<file path="config.mk">
export PLATFORM = sky130hd
export DESIGN_NAME = tcc_ctrl
export DESIGN_NICKNAME = d
export VERILOG_FILES = /design/src/rtl/tcc_pkg.sv /design/src/rtl/tcc_ctrl.sv
export SDC_FILE = /design/constraint.sdc
export NUM_CORES = 1
export LEC_CHECK = 0
export ABC_AREA = 1
export BUFFER_PORTS_ARGS = -buffer_cell sky130_fd_sc_hd__buf_4
export CORE_MARGIN = 3
export CORE_UTILIZATION = 51
export DETAILED_ROUTE_END_ITERATION = 12
export GPL_TIMING_DRIVEN = 1
export PLACE_DENSITY = 0.76
export SYNTH_ARGS = -nofsm -noshare
export SYNTH_HDL_FRONTEND = slang
export SYNTH_SLANG_ARGS = --single-unit
</file>
<file path="constraint.sdc">
create_clock -name clk_i -period 1.6 [get_ports clk_i]
set_clock_uncertainty 0.1 [all_clocks]
set_input_delay 0.08 -clock clk_i [delete_from_list [all_inputs] [get_ports clk_i]]
set_output_delay 0.08 -clock clk_i [all_outputs]
set_load 0.02 [all_outputs]
</file>
<file path="src/rtl/tcc_pkg.sv">
// Package for the text console engine: geometry, widths, codes and the
// request/response/control types. No dependencies.
package tcc_pkg;

  // Screen geometry
  localparam int COLUMNS = 80;
  localparam int ROWS    = 25;
  localparam int CELLS   = COLUMNS * ROWS;

  // Widths
  localparam int ADDR_W = $clog2(CELLS);
  localparam int CUR_W  = $clog2(COLUMNS + 1);
  localparam int COL_W  = 7;
  localparam int ROW_W  = 5;
  localparam int CHR_W  = 8;
  localparam int CELL_W = 16;

  // Attribute after reset
  localparam logic [CHR_W-1:0] TEXT_COLOR_RST = 8'd7;

  // Character codes
  localparam logic [CHR_W-1:0] CH_NEWLINE   = 8'd10;
  localparam logic [CHR_W-1:0] CH_RETURN    = 8'd13;
  localparam logic [CHR_W-1:0] CH_BACKSPACE = 8'd8;
  localparam logic [CHR_W-1:0] CH_SPACE     = 8'd32;

  // Request opcodes
  typedef enum logic [1:0] {
    OP_PUT   = 2'd0,
    OP_PLOT  = 2'd1,
    OP_CLEAR = 2'd2,
    OP_READ  = 2'd3
  } op_e;

  typedef struct packed {
    logic [1:0]       opcode;
    logic [CHR_W-1:0] char_code;
    logic [COL_W-1:0] column;
    logic [ROW_W-1:0] row;
  } req_t;

  typedef struct packed {
    logic [COL_W-1:0]  cursor_column;
    logic [ROW_W-1:0]  cursor_row;
    logic [CELL_W-1:0] cell_value;
  } rsp_t;

  // Controller to datapath commands
  typedef struct packed {
    logic latch;       // capture the request
    logic cnt_zero;    // sweep counter to first cell
    logic cnt_lastrow; // sweep counter to first cell of the last row
    logic fill_step;   // write the fill value at the counter, advance
    logic fill_zero;   // fill value is zero instead of a blank
    logic copy_step;   // read one row below the counter, write back next cycle
    logic apply;       // cursor update and single cell access
    logic finish;      // load response and strobe it
  } ctl_t;

  // Datapath to controller status
  typedef struct packed {
    op_e  op;
    logic need_scroll;
    logic fill_last;
    logic copy_last;
  } sts_t;

endpackage

</file>
<file path="src/rtl/tcc_ctrl.sv">
// Sequencer for the text console: reset clearing pass, scroll, clear and
// single-cell steps. Depends on tcc_pkg.
module tcc_ctrl (
  input  logic          clk_i,
  input  logic          rst_ni,
  input  logic          start_i,
  output logic          busy_o,
  input  tcc_pkg::sts_t sts_i,
  output tcc_pkg::ctl_t ctl_o
);

  typedef enum logic [8:0] {
    S_INIT   = 9'b000000001,
    S_IDLE   = 9'b000000010,
    S_EXEC   = 9'b000000100,
    S_SCROLL = 9'b000001000,
    S_DRAIN  = 9'b000010000,
    S_BLANK  = 9'b000100000,
    S_APPLY  = 9'b001000000,
    S_FILL   = 9'b010000000,
    S_FINISH = 9'b100000000
  } state_e;

  state_e state_q, state_d;

  // Next state and commands
  always_comb begin
    state_d = state_q;
    ctl_o   = '0;
    unique case (state_q)
      S_INIT: begin
        ctl_o.fill_step = 1'b1;
        ctl_o.fill_zero = 1'b1;
        if (sts_i.fill_last) state_d = S_IDLE;
      end
      S_IDLE: begin
        if (start_i) begin
          ctl_o.latch = 1'b1;
          state_d     = S_EXEC;
        end
      end
      S_EXEC: begin
        ctl_o.cnt_zero = 1'b1;
        state_d = sts_i.need_scroll ? S_SCROLL : S_APPLY;
      end
      S_SCROLL: begin
        ctl_o.copy_step = 1'b1;
        if (sts_i.copy_last) state_d = S_DRAIN;
      end
      S_DRAIN: begin
        // last copied cell is written this cycle
        ctl_o.cnt_lastrow = 1'b1;
        state_d = S_BLANK;
      end
      S_BLANK: begin
        ctl_o.fill_step = 1'b1;
        if (sts_i.fill_last) state_d = S_APPLY;
      end
      S_APPLY: begin
        ctl_o.apply = 1'b1;
        state_d = (sts_i.op == tcc_pkg::OP_CLEAR) ? S_FILL : S_FINISH;
      end
      S_FILL: begin
        ctl_o.fill_step = 1'b1;
        if (sts_i.fill_last) state_d = S_FINISH;
      end
      S_FINISH: begin
        ctl_o.finish = 1'b1;
        state_d = S_IDLE;
      end
      default: state_d = S_IDLE;
    endcase
  end

  always_ff @(posedge clk_i or negedge rst_ni) begin
    if (!rst_ni) begin
      state_q <= S_INIT;
    end else begin
      state_q <= state_d;
    end
  end

  assign busy_o = (state_q != S_IDLE);

endmodule

</file>
==> results.toml <==
[critical_path]
criticalPathCategory = "flip-flop to primary output"
cp.required_ns = 1.42
cp-end-kind = "primary output"
slowest_stage = "dfstp_2"
slowest_delay_ns = 0.56
startpoint_type = "flip-flop"
r2r_cells = 9
critPathArrivalTime_ns = 1.43
cp_cell_sequence = "nor2_2, nand2_2, nor2_2, nand2_2, nand3_4, buf_6"
crit_path_max_fanout = 5

[floorplanning]
start_util_pct = 55.4
io_pins = 17
die_w_um = 44.1
num_rows = 13
coreArea_sq_um = 1330
die_h_um = 44.1
die-area_sq_um = 1940

[place]
pre_cts_slack_ns = 0.0835
dp.cells = 137
place_congestion = 0.858
place_area_sq_um = 871
hpwl_um = 1440
port_buffers = 16

[timing]
final-setup-viol-count = 1
setup_ws_ns = -0.0144
slew_headroom_pct = 87.4
rsz0062_at_grt = "true"
worst_slew_pin_slew_ns = 0.188
slew_violations = 0
max_freq_ghz = 0.619
finalCriticalPeriod_ns = 1.61
hold_viol_final = 0
fin_crit_sh_pct = 101

[cells_and_area]
largest_reg_flops = 9
design_area_sq_um = 1080
drive_gt1_share_pct = 50.7
reg.largest.list = "state_q (9)"
finalNonFillerCells = 155
areaGrowthSynthToFinish_pct = 45.9
final_common_cell = "buf_4"
diodes = 0
layout_common_cells = "buf_4, inv_1, nand2_1"
fin_nets = 149
utilization_pct = 80.9
max_flop_register = "state_q"

[clocking]
cts_buffer_depth = 2
clk_latency_ns = 0.27
clock-sinks = 9
clkSlewWorstSetupHoldPaths_ns = 0.06
cts_tree = "done"
htreeDepth = 1
numCtsBuffers = 3
clockRootBuffer = "clkbuf_4"

[synthesis]
synth.distinct_cells = 21
yosys.area.top_type = "dfrtp_1"
synth_seq_area_share_pct = 30.6
yosysWarnings = 0
ys_seq_elements = 9
synthCells = 107
ys_top_cells_by_area = "dfrtp_1, inv_1, nor2_1, nand2_1, nand2_4"
syn_area_sq_um = 739
synth_fp_nets = 115
synth_top_area_share_pct = 27.1
syn_area_per_cell_sq_um = 6.91

[detailed_routing]
drt-pass1-iter-count = 4
wl_per_cell_um = 13.1
vias = 791
ant_nets = 0
drc = 0
via_per_inst = 5.10
routed_wl_um = 2030
drtIter0Drc = 23

[run_status]
outcome = "finished with violations"
violations = "setup timing"

[hold_path]
hp-class = "input port to flip-flop"
min_path_cells = 3

[power_and_ir_drop]
switching_share_pct = 49.4
clkPwrFrac_pct = 10.4
p_comb_share_pct = 69.9
power_frac_seq_pct = 19.6
peakVddDrop_v = 0.00127
p_leak_nw = 0.608
p_int_mw = 0.867
powerDensity_nw_per_um2 = 1590
netSwitchingPower_mw = 0.845

[global_routing]
antenna_found_initial = 0
first_global_vias = 714
gr-total-overflow = 0
track_usage_pct = 22.7
grt_max_degree = 10
grt_pass1_wl_um = 3170

[job]
drv_cap = 0
critical path: cells and delay by family, from the launching register on:
kind,cells,cell delay [ns]
AND/OR/NAND/NOR,5,0.47
flip-flops,1,0.56
buffers and inverters,1,0.14
stage by stage:
stage,TNS (ns),hold slack (ns),total power [mW]
after global routing,-0.468,0.0475,1.82
after global placement,0,-0.185,1.18
final,-0.0144,0.0365,1.71
after CTS,0,0.0310,1.46
after floorplan,0,-0.316,0.973
after detailed placement,0,-0.185,1.20
layer usage:
layer | part of all wire [%] | up-vias | track usage (%) | wire length (um)
met1 | 40 | 369 | 25.9 | 809
met2 | 53 | 26 | 41.6 | 1080
met5 | 0 | - | 0 | 0
li1 | - | 392 | - | -
met4 | 1.3 | 0 | 5.42 | 27
met3 | 5.5 | 4 | 6.10 | 112
power groups by stage:
| stage | logic, mW | registers (mW) | clock network, mW |
|---|---|---|---|
| floorplan | 0.651 | 0.322 | 0 |
| global placement | 0.847 | 0.331 | 0 |
| detailed placement | 0.870 | 0.335 | 0 |
| CTS | 0.938 | 0.333 | 0.186 |
| global route | 1.29 | 0.343 | 0.193 |
| finish | 1.20 | 0.336 | 0.178 |
path summary, 6_finish.rpt:
kind                                    to  slack (ns)  startpoint
max in group asynchronous       state_q[0]        1.11      rst_ni
worst min register to register  state_q[5]        0.47  state_q[5]
worst min-delay path            state_q[3]        0.04    sts_i[0]
worst max register to register  state_q[1]        0.06  state_q[0]
min in group asynchronous       state_q[2]        0.08      rst_ni
worst max-delay path              ctl_o[4]       -0.01  state_q[0]
layout make-up:
| class | instances | area (sq um) |
|---|---|---|
| Clock buffer | 4 | 26.3 |
| Multi-Input combinational cell | 72 | 467 |
| Tap cell | 15 | 18.8 |
| Timing Repair Buffer | 29 | 236 |
| Fill cell | 92 | 255 |
| Sequential cell | 9 | 228 |
| Inverter | 26 | 103 |
repair_timing:
item / 4_1_cts / 5_1_grt
hold buffers: 3 / 0
endpoints found under the hold margin: 12 / 0
setup buffers: 3 / 7
resized for setup: 3 / 19
gates cloned: 0 / 1
setup endpoints to repair: 3 / 11
pin swaps: 1 / 9
synthesized netlist by cell type:
master and count:
a21oi_2 1, nand2_1 16, o21ai_0 3, nor2_2 5, inv_2 5, inv_4 1
dfrtp_1 8, nand3_2 3, buf_4 1, nand3b_2 1, nand2_2 4, dfstp_2 1
inv_1 20, a21oi_1 2, nand3_1 8, nor2_8 1, nand4_1 2, nand2_4 4
nand3_4 1, nor2_1 17, nor3_1 3
cells by family after synthesis:
| family | count (synthesis) | synth area share, % |
|---|---|---|
| buf+inv | 27 | 14.6 |
| flops | 9 | 30.6 |
| compound gates | 6 | 4.57 |
| simple gates | 65 | 50.3 |
(Power assumes the default switching activity.)
